## src/hdl/midpoint_line_rasterizer_unit_macros.svh

```systemverilog
// assertion macros shared by the line rasterizer modules
`ifndef MIDPOINT_LINE_RASTERIZER_UNIT_MACROS_SVH
`define MIDPOINT_LINE_RASTERIZER_UNIT_MACROS_SVH

`ifndef ASSERT_OFF
// same-cycle implication, checked outside reset
`define MLR_ASSERT_NOW(lbl, ante, cons, msg) \
    lbl: assert property (@(posedge clk) disable iff (!rst_n) (ante) |-> (cons)) else $error(msg);
// next-cycle implication, checked outside reset
`define MLR_ASSERT_NEXT(lbl, ante, cons, msg) \
    lbl: assert property (@(posedge clk) disable iff (!rst_n) (ante) |=> (cons)) else $error(msg);
`else
`define MLR_ASSERT_NOW(lbl, ante, cons, msg)
`define MLR_ASSERT_NEXT(lbl, ante, cons, msg)
`endif

`endif

```

## src/hdl/mlr_pkg.sv

```systemverilog
// types, codes and helpers for the midpoint line rasterizer
package mlr_pkg;

    localparam int COORD_BITS = 9;
    localparam int DIFF_BITS  = COORD_BITS + 1;
    localparam int RISE_BITS  = COORD_BITS + 2;
    localparam int TERM_BITS  = COORD_BITS + 3;
    localparam int SUM_BITS   = TERM_BITS + 2;
    localparam int KIND_BITS  = 3;

    localparam logic [KIND_BITS-1:0] KIND_ACCEPTED = 3'd0;
    localparam logic [KIND_BITS-1:0] KIND_STEEP    = 3'd1;
    localparam logic [KIND_BITS-1:0] KIND_EMPTY    = 3'd2;
    localparam logic [KIND_BITS-1:0] KIND_PIXEL    = 3'd3;
    localparam logic [KIND_BITS-1:0] KIND_IDLE     = 3'd4;

    localparam logic REQ_START = 1'b0;
    localparam logic REQ_STEP  = 1'b1;

    localparam int TERM_MAX_I = 2 ** (TERM_BITS - 1) - 1;
    localparam logic signed [SUM_BITS-1:0] SUM_HI = SUM_BITS'(TERM_MAX_I);
    localparam logic signed [SUM_BITS-1:0] SUM_LO = SUM_BITS'(-TERM_MAX_I - 1);

    typedef struct packed {
        logic                  req_type;
        logic [COORD_BITS-1:0] x_start;
        logic [COORD_BITS-1:0] y_start;
        logic [COORD_BITS-1:0] x_end;
        logic [COORD_BITS-1:0] y_end;
    } req_t;

    typedef struct packed {
        logic [KIND_BITS-1:0]  kind;
        logic [COORD_BITS-1:0] pixel_x;
        logic [COORD_BITS-1:0] pixel_y;
        logic                  last_pixel;
    } rsp_t;

    // classified request as it travels from front to back
    typedef struct packed {
        logic                        is_step;
        logic [KIND_BITS-1:0]        start_kind;
        logic [COORD_BITS-1:0]       x_start;
        logic [COORD_BITS-1:0]       y_start;
        logic [COORD_BITS-1:0]       x_end;
        logic signed [RISE_BITS-1:0] twice_rise;
        logic signed [RISE_BITS-1:0] twice_run;
        logic signed [TERM_BITS-1:0] term;
    } cmd_t;

    function automatic logic signed [TERM_BITS-1:0] clamp_term(
        input logic signed [SUM_BITS-1:0] v
    );
        logic signed [TERM_BITS-1:0] r;
        if (v > SUM_HI)
            r = TERM_BITS'(SUM_HI);
        else if (v < SUM_LO)
            r = TERM_BITS'(SUM_LO);
        else
            r = TERM_BITS'(v);
        return r;
    endfunction

endpackage

```

## src/hdl/midpoint_line_rasterizer_unit.sv

```systemverilog
// top level of the first-octant midpoint line rasterizer
//
// requests arrive on req_valid/req_ready with the req struct: a start request
// (req_type 0) loads both end points and returns one status, a step request
// (req_type 1) returns the next pixel of the active line or an idle status.
// every request yields exactly one response on rsp_valid/rsp_ready.
// the front classifies a start (steep, empty or accepted) and precomputes the
// doubled rise, run and first midpoint term; a queue of QUEUE_DEPTH entries
// decouples it from the back, which holds the line state and per request does
// an add, a conditional subtract, compares and a saturate into a registered
// response. with the queue empty a request passes through the queue entry
// and then the response register before its response is valid.
// throughput: one request per clock while the receiver takes each response.
// req_ready stays high while the queue has room, so requests keep flowing
// while a finished response waits; when the receiver stalls the response
// holds and the queue fills before req_ready drops.
// reset clears the active line, empties the queue and drops rsp_valid.
module midpoint_line_rasterizer_unit
    import mlr_pkg::*;
#(
    parameter int QUEUE_DEPTH = 4
)
(
    input  logic clk,
    input  logic rst_n,
    input  logic req_valid,
    output logic req_ready,
    input  req_t req,
    output logic rsp_valid,
    input  logic rsp_ready,
    output rsp_t rsp
);

    cmd_t front_cmd;
    cmd_t back_cmd;
    logic back_valid;
    logic back_ready;

    mlr_front u_front
    (
        .req (req),
        .cmd (front_cmd)
    );

    mlr_queue #(
        .DEPTH (QUEUE_DEPTH)
    ) u_queue
    (
        .clk        (clk),
        .rst_n      (rst_n),
        .push_valid (req_valid),
        .push_ready (req_ready),
        .push_data  (front_cmd),
        .pop_valid  (back_valid),
        .pop_ready  (back_ready),
        .pop_data   (back_cmd)
    );

    mlr_back u_back
    (
        .clk       (clk),
        .rst_n     (rst_n),
        .cmd_valid (back_valid),
        .cmd_ready (back_ready),
        .cmd       (back_cmd),
        .rsp_valid (rsp_valid),
        .rsp_ready (rsp_ready),
        .rsp       (rsp)
    );

endmodule

```

## src/hdl/mlr_front.sv

```systemverilog
// front end: classifies start requests and builds the queue entry
module mlr_front
    import mlr_pkg::*;
(
    input  req_t req,
    output cmd_t cmd
);

    logic signed [DIFF_BITS-1:0] dx;
    logic signed [DIFF_BITS-1:0] dy;
    logic                        steep;
    logic                        backward;

    always_comb
    begin
        dx = $signed({1'b0, req.x_end}) - $signed({1'b0, req.x_start});
        dy = $signed({1'b0, req.y_end}) - $signed({1'b0, req.y_start});

        // slope above one in either direction, or rising vertical
        steep = (!dx[DIFF_BITS-1] && (dx != '0) && (dy > dx)) ||
                (dx[DIFF_BITS-1] && (dy < dx)) ||
                ((dx == '0) && !dy[DIFF_BITS-1] && (dy != '0));
        backward = dx[DIFF_BITS-1];

        cmd.is_step    = (req.req_type == REQ_STEP);
        cmd.x_start    = req.x_start;
        cmd.y_start    = req.y_start;
        cmd.x_end      = req.x_end;
        cmd.twice_rise = {dy, 1'b0};
        cmd.twice_run  = {dx, 1'b0};
        // 2dy - dx always fits the term range here
        cmd.term       = TERM_BITS'({dy[DIFF_BITS-1], dy, 1'b0})
                       - TERM_BITS'({{2{dx[DIFF_BITS-1]}}, dx});

        if (steep)
            cmd.start_kind = KIND_STEEP;
        else if (backward)
            cmd.start_kind = KIND_EMPTY;
        else
            cmd.start_kind = KIND_ACCEPTED;
    end

endmodule

```

## src/hdl/mlr_queue.sv

```systemverilog
// small request queue between front and back
`include "midpoint_line_rasterizer_unit_macros.svh"

module mlr_queue
    import mlr_pkg::*;
#(
    parameter int DEPTH = 4
)
(
    input  logic clk,
    input  logic rst_n,
    input  logic push_valid,
    output logic push_ready,
    input  cmd_t push_data,
    output logic pop_valid,
    input  logic pop_ready,
    output cmd_t pop_data
);

    localparam int PTR_BITS = (DEPTH > 1) ? $clog2(DEPTH) : 1;
    localparam int CNT_BITS = $clog2(DEPTH + 1);

    cmd_t                entry_reg [DEPTH];
    logic [PTR_BITS-1:0] wr_ptr_reg;
    logic [PTR_BITS-1:0] wr_ptr_next;
    logic [PTR_BITS-1:0] rd_ptr_reg;
    logic [PTR_BITS-1:0] rd_ptr_next;
    logic [CNT_BITS-1:0] count_reg;
    logic [CNT_BITS-1:0] count_next;
    logic                push;
    logic                pop;

    assign push_ready = (count_reg != CNT_BITS'(DEPTH));
    assign pop_valid  = (count_reg != '0);
    assign pop_data   = entry_reg[rd_ptr_reg];
    assign push       = push_valid && push_ready;
    assign pop        = pop_valid && pop_ready;

    always_comb
    begin
        wr_ptr_next = wr_ptr_reg;
        rd_ptr_next = rd_ptr_reg;
        count_next  = count_reg;
        if (push)
        begin
            if (wr_ptr_reg == PTR_BITS'(DEPTH - 1))
                wr_ptr_next = '0;
            else
                wr_ptr_next = wr_ptr_reg + 1'b1;
        end
        if (pop)
        begin
            if (rd_ptr_reg == PTR_BITS'(DEPTH - 1))
                rd_ptr_next = '0;
            else
                rd_ptr_next = rd_ptr_reg + 1'b1;
        end
        if (push && !pop)
            count_next = count_reg + 1'b1;
        else if (pop && !push)
            count_next = count_reg - 1'b1;
    end

    always_ff @(posedge clk or negedge rst_n)
    begin
        if (!rst_n)
        begin
            wr_ptr_reg <= '0;
            rd_ptr_reg <= '0;
            count_reg  <= '0;
        end
        else
        begin
            wr_ptr_reg <= wr_ptr_next;
            rd_ptr_reg <= rd_ptr_next;
            count_reg  <= count_next;
        end
    end

    always_ff @(posedge clk)
    begin
        if (push)
            entry_reg[wr_ptr_reg] <= push_data;
    end

    `MLR_ASSERT_NOW(a_count_bound, 1'b1, count_reg <= CNT_BITS'(DEPTH), "queue count overflow")
    `MLR_ASSERT_NEXT(a_count_up, push && !pop, count_reg == $past(count_reg) + 1'b1, "queue count missed a request")
    `MLR_ASSERT_NEXT(a_count_down, pop && !push, count_reg == $past(count_reg) - 1'b1, "queue count missed a pop")

endmodule

```

## src/hdl/mlr_back.sv

```systemverilog
// back end: line state, midpoint stepping and the output register
`include "midpoint_line_rasterizer_unit_macros.svh"

module mlr_back
    import mlr_pkg::*;
(
    input  logic clk,
    input  logic rst_n,
    input  logic cmd_valid,
    output logic cmd_ready,
    input  cmd_t cmd,
    output logic rsp_valid,
    input  logic rsp_ready,
    output rsp_t rsp
);

    logic                        active_reg;
    logic                        active_next;
    logic                        rsp_valid_reg;
    logic                        rsp_valid_next;
    rsp_t                        rsp_reg;
    rsp_t                        rsp_next;
    logic [COORD_BITS-1:0]       cur_x_reg;
    logic [COORD_BITS-1:0]       cur_x_next;
    logic [COORD_BITS-1:0]       cur_y_reg;
    logic [COORD_BITS-1:0]       cur_y_next;
    logic [COORD_BITS-1:0]       final_x_reg;
    logic [COORD_BITS-1:0]       final_x_next;
    logic signed [TERM_BITS-1:0] term_reg;
    logic signed [TERM_BITS-1:0] term_next;
    logic signed [RISE_BITS-1:0] rise_reg;
    logic signed [RISE_BITS-1:0] rise_next;
    logic signed [RISE_BITS-1:0] run_reg;
    logic signed [RISE_BITS-1:0] run_next;
    logic                        pop;
    logic                        at_end;
    logic                        y_up;
    logic signed [SUM_BITS-1:0]  sum;

    assign cmd_ready = !rsp_valid_reg || rsp_ready;
    assign pop       = cmd_valid && cmd_ready;
    assign rsp_valid = rsp_valid_reg;
    assign rsp       = rsp_reg;
    assign at_end    = (cur_x_reg == final_x_reg);
    assign y_up      = !term_reg[TERM_BITS-1] && (term_reg != '0);

    always_comb
    begin
        sum = SUM_BITS'(term_reg) + SUM_BITS'(rise_reg);
        if (y_up)
            sum = sum - SUM_BITS'(run_reg);
    end

    always_comb
    begin
        active_next    = active_reg;
        rsp_valid_next = rsp_valid_reg;
        rsp_next       = rsp_reg;
        cur_x_next     = cur_x_reg;
        cur_y_next     = cur_y_reg;
        final_x_next   = final_x_reg;
        term_next      = term_reg;
        rise_next      = rise_reg;
        run_next       = run_reg;

        if (pop)
        begin
            rsp_valid_next = 1'b1;
            rsp_next       = '0;
            if (!cmd.is_step)
            begin
                rsp_next.kind = cmd.start_kind;
                active_next   = (cmd.start_kind == KIND_ACCEPTED);
                if (cmd.start_kind == KIND_ACCEPTED)
                begin
                    cur_x_next   = cmd.x_start;
                    cur_y_next   = cmd.y_start;
                    final_x_next = cmd.x_end;
                    term_next    = cmd.term;
                    rise_next    = cmd.twice_rise;
                    run_next     = cmd.twice_run;
                end
            end
            else if (!active_reg)
            begin
                rsp_next.kind = KIND_IDLE;
            end
            else
            begin
                rsp_next.kind       = KIND_PIXEL;
                rsp_next.pixel_x    = cur_x_reg;
                rsp_next.pixel_y    = cur_y_reg;
                rsp_next.last_pixel = at_end;
                if (at_end)
                begin
                    active_next = 1'b0;
                end
                else
                begin
                    term_next  = clamp_term(sum);
                    cur_x_next = cur_x_reg + 1'b1;
                    if (y_up)
                        cur_y_next = cur_y_reg + 1'b1;
                end
            end
        end
        else if (rsp_ready)
        begin
            rsp_valid_next = 1'b0;
        end
    end

    always_ff @(posedge clk or negedge rst_n)
    begin
        if (!rst_n)
        begin
            active_reg    <= 1'b0;
            rsp_valid_reg <= 1'b0;
        end
        else
        begin
            active_reg    <= active_next;
            rsp_valid_reg <= rsp_valid_next;
        end
    end

    always_ff @(posedge clk)
    begin
        rsp_reg     <= rsp_next;
        cur_x_reg   <= cur_x_next;
        cur_y_reg   <= cur_y_next;
        final_x_reg <= final_x_next;
        term_reg    <= term_next;
        rise_reg    <= rise_next;
        run_reg     <= run_next;
    end

    `MLR_ASSERT_NOW(a_x_in_span, active_reg, cur_x_reg <= final_x_reg, "active line ran past its end")
    `MLR_ASSERT_NEXT(a_last_ends, pop && cmd.is_step && active_reg && at_end, !active_reg && rsp.last_pixel, "last pixel did not end the line")
    `MLR_ASSERT_NEXT(a_x_steps, pop && cmd.is_step && active_reg && !at_end, cur_x_reg == $past(cur_x_reg) + 1'b1, "x did not advance on a pixel")

endmodule
```

## config.mk

```make
export PLATFORM = sky130hd
export DESIGN_NAME = midpoint_line_rasterizer_unit
export DESIGN_NICKNAME = d
export VERILOG_FILES = /design/src/hdl/mlr_pkg.sv /design/src/hdl/midpoint_line_rasterizer_unit.sv /design/src/hdl/mlr_front.sv /design/src/hdl/mlr_queue.sv /design/src/hdl/mlr_back.sv
export VERILOG_INCLUDE_DIRS = /design/src /design/src/hdl
export SDC_FILE = /design/constraint.sdc
export NUM_CORES = 1
export LEC_CHECK = 0
export BUFFER_PORTS_ARGS = -buffer_cell sky130_fd_sc_hd__buf_4
export CAP_MARGIN = 5
export CORE_ASPECT_RATIO = 0.7
export CORE_MARGIN = 4
export CORE_UTILIZATION = 62
export DETAILED_ROUTE_END_ITERATION = 6
export MAX_ROUTING_LAYER = met4
export PLACE_DENSITY = 0.86
export SETUP_SLACK_MARGIN = 0.4
export SYNTH_ARGS = -nofsm -noshare
export SYNTH_HDL_FRONTEND = slang
export SYNTH_SLANG_ARGS = --single-unit
```

## constraint.sdc

```tcl
create_clock -name clk -period 7.27 [get_ports clk]
set_input_delay 1.0905 -clock clk [delete_from_list [all_inputs] [get_ports clk]]
set_output_delay 1.0905 -clock clk [all_outputs]
set_load 0.03 [all_outputs]
```

==> flow_results.org <==
** Detailed routing
- Drt first pass iters :: 5
- Via count :: 9350
- Once detail routing completed, the nets flagged for antenna violations numbered 0.
- In the routed layout, each cell is associated on average with a via count of 6.52.
- DRC violation total after the first TritonRoute iteration :: 1170
- WL final :: 34200 um
- In the routed design, unresolved DRC markers number 0.
- In the final routed layout, each cell accounts on average for 23.9 um.

** GRT
- Number of global-route vias before repair :: 9313
- The first global-routing pass estimated 53500 um of wire.
- After global routing the overflow that remains totals 0.
- Entering global routing, the biggest net connects 63 pins.
- Global router's overall resource usage :: 25.8%
- Number of antenna violations at the first check in global routing :: 0

** Setup path
- Along the worst path, the maximum fanout reaches 12.
- Startpoint types :: flip-flop
- STA classifies the critical path endpoint as a flip-flop.
- The worst register-to-register path has a depth of 16.
- The endpoint identified for the worst register-to-register timing path is u_back.term_reg[1].
- The kind of cell with the highest combined delay along the critical path is compound AO/OA/AOI/OAI gates.
- In this run the critical register-to-register path is launched from u_back.term_reg[1].
- For flop-to-flop paths, the worst setup slack is 2.36 ns.
- The largest individual stage delay along the critical path comes from the cell a221oi_2.
- At the worst endpoint, the arrival time is 5.16 ns.
- Slowest Stage Delay on Critical Path :: 0.80 ns
- Crit Path Class :: flip-flop to flip-flop
- The critical path goes through ha_1 -> inv_1 -> fa_1 -> nand2b_1 -> a21oi_1 -> o21a_1 -> o41ai_1 -> xnor2_1 -> ha_1 -> nand3_1 -> a2bb2oi_1 -> o21ai_1 -> a311oi_2 -> o21ai_1 -> a221oi_2 -> a21oi_1.
- Buffers & Inverters on Critical Path :: 1
- Critical path required time :: 7.52 ns

** STA
- For the pin with the worst max-slew slack, the measured transition is 1.10 ns.
- Final Cycle Share :: 67.5%
- Maximum clock frequency :: 0.204 GHz
- Number of max-slew violations in the final report :: 0
- Fin worst setup slack :: 2.36 ns
- Post-layout min period :: 4.91 ns
- Clock skew after layout :: 0.0221 ns
- Setup violations remaining at the end of the flow were counted as 0.
- After routing, the total negative slack on setup checks comes to 0 ns.
- The worst pin sits at a relative slew slack of 26.6%.
- Endpoints failing hold :: 0
- Smallest hold slack :: 0.358 ns
- Setup repair after global routing left no endpoint under its margin.

** Placed design
- Final GP Congestion :: 0.927
- Post-placement setup slack :: 2.27 ns
- Count of input and output buffers :: 64
- Detailed-placement wirelength estimate :: 22400 um
- Number of placed instances, taps included :: 1382

** Clock network
- Clock-pin slew on the worst setup and hold paths :: 0.07 ns
- Clock tree sinks :: 334
- In this run the number of H-tree levels came out at 1.
- Number of clock buffers inserted by TritonCTS :: 30
- The root buffer cell chosen for the clock tree is clkbuf_16.
- Maximum root-to-sink buffer count :: 3
- Number of hold-repair buffers added at the cts stage :: 0
- The number of gates resized after CTS was 0.
- The clock reaches the later pin of the worst-skew pair after 0.56 ns.
- Post-CTS timing repair inserted 0 buffers for setup.
- Clock tree from TritonCTS :: yes

** Status
- The run finished with clean final reports.

** Synth
- Synthesis produced 1011 cells.
- Post-synth top flop :: edfxtp_1
- Total of warnings raised by yosys :: 0
- Syn avg cell area :: 15.3 sq um
- For this run, asynchronously set or reset flops after synthesis account for 2.69%.
- Number of register bits inferred by synthesis :: 334
- Cell Area, Synth :: 15500 sq um
- Of the synthesized area, sequential elements account for 64.6%.
- The netlist uses 67 different library cells.
- The number of nets in the synthesized netlist is 1126.
- Post-synth EDFFs :: 325

** Final layout
- Ant diodes :: 0
- Layout cells sized above 1 :: 19.2%
- Non-Filler Instances :: 1433
- Counting the fill cells in the layout gives 1445.
- The register with the most flip-flops in the layout has 244 of them.
- Compared with the post-synthesis result, the final layout area differs by 12.0%.
- Registers take 9990 sq um.
- Post-layout util :: 70.5%
- Net count of the finished layout :: 1204
- Area of the multi-input gates :: 5140 sq um

** Pwr
- The analysis attributes to cell leakage a power of 0.00628 uW.
- Largest voltage drop on the vdd net :: 0.363 mV
- Pwr/cell area :: 474 nW/um^2

** Floorplan
- Measured along the x axis, the die boundary spans 197 um.
- The initialized floorplan defines 48 standard-cell rows.
- The initial utilization of the core area, before any placement, comes to 62.9%.
- Die span in y :: 140 um
- The region available for standard cell placement spans 24600 sq um.
- Die Outline Area :: 27600 sq um
- Number of ports placed on the die boundary :: 65

** Hold path
- In this run the worst hold path is classified as primary input to asynchronous set/reset pin.

** Job
- Max-cap violations :: 0
## synth_stat cells, types with 21 or more instances
cell	n	area [sq um]
ha_1	68	851
xnor2_1	30	263
edfxtp_1	325	9760
mux4_2	60	1350
and3_1	27	169
inv_1	63	236
nand2_1	54	203
xor2_1	22	193
o21ai_0	45	225
nor2_1	51	191
a21oi_1	37	185
clkbuf_1	21	78.8
## routing by layer
metal / vias to the layer above / GRT usage, % / part of all wire, %
li1: 4098 / - / -
met1: 4638 / 36.8 / 40
met3: 59 / 5.63 / 11
met2: 555 / 39.4 / 47
met4: 0 / 5.22 / 1.8
met5: - / - / 0
## power by group
group	total [uW]	internal, uW	switching (uW)
Sequential	3160	2870	294
Clock	1560	895	667
Combinational	3490	1370	2110
## final cells by class
type | count | area share, %
clock buffers | 32 | 4.38
repair buffers | 76 | 3.30
well taps | 325 | 2.35
flip-flops and latches | 334 | 57.7
clock inverters | 19 | 1.24
inverters | 63 | 1.37
multi-input cells | 584 | 29.7
## kinds of logic (layout without fill, tap and decap cells)
group,count (synthesis),count (layout),share of synthesized area (%)
AOI/OAI and AO/OA,178,178,7.81
and+or+nand+nor,212,212,6.73
buffers and inverters,93,190,2.33
DFF,334,334,64.6
muxes,68,68,9.30
adders and majority gates,74,74,6.28
xor gates and xnor gates,52,52,2.95
## worst max-delay path by stage
stage | depth (start not counted) | slack [ns] | endpoint | from
after detailed placement | 19 | 2.27 | u_queue.entry_reg[1][59] | req[0]
after CTS | 16 | 2.47 | u_back.term_reg[10] | u_back.term_reg[1]
after global routing | 16 | 1.92 | u_back.term_reg[1] | u_back.term_reg[1]
after floorplan | 4 | 1.22 | u_back.final_x_reg[0] | rsp_ready
final | 16 | 2.36 | u_back.term_reg[1] | u_back.term_reg[1]
after global placement | 19 | 2.53 | u_queue.entry_reg[0][59] | req[0]
## stage by stage
step	cell area (sq um)	total power (uW)
floorplan	15500	5600
global placement	16300	6410
detailed placement	16300	6590
CTS	17300	8170
global route	17300	8660
finish	17300	8210
## cells in the final DEF (no fill, tap or decap), types with 15 or more instances in the layout
cell type / count
buf_4: 76
o21ai_0: 45
nand2_1: 54
inv_1: 63
and3_1: 23
xnor2_1: 30
a21oi_1: 36
ha_1: 68
edfxtp_1: 325
nor2_1: 51
clkbuf_16: 30
mux4_2: 60
nand3_1: 15
xor2_1: 22
nor3_1: 16
No activity file was read; power rests on OpenSTA's default activity.
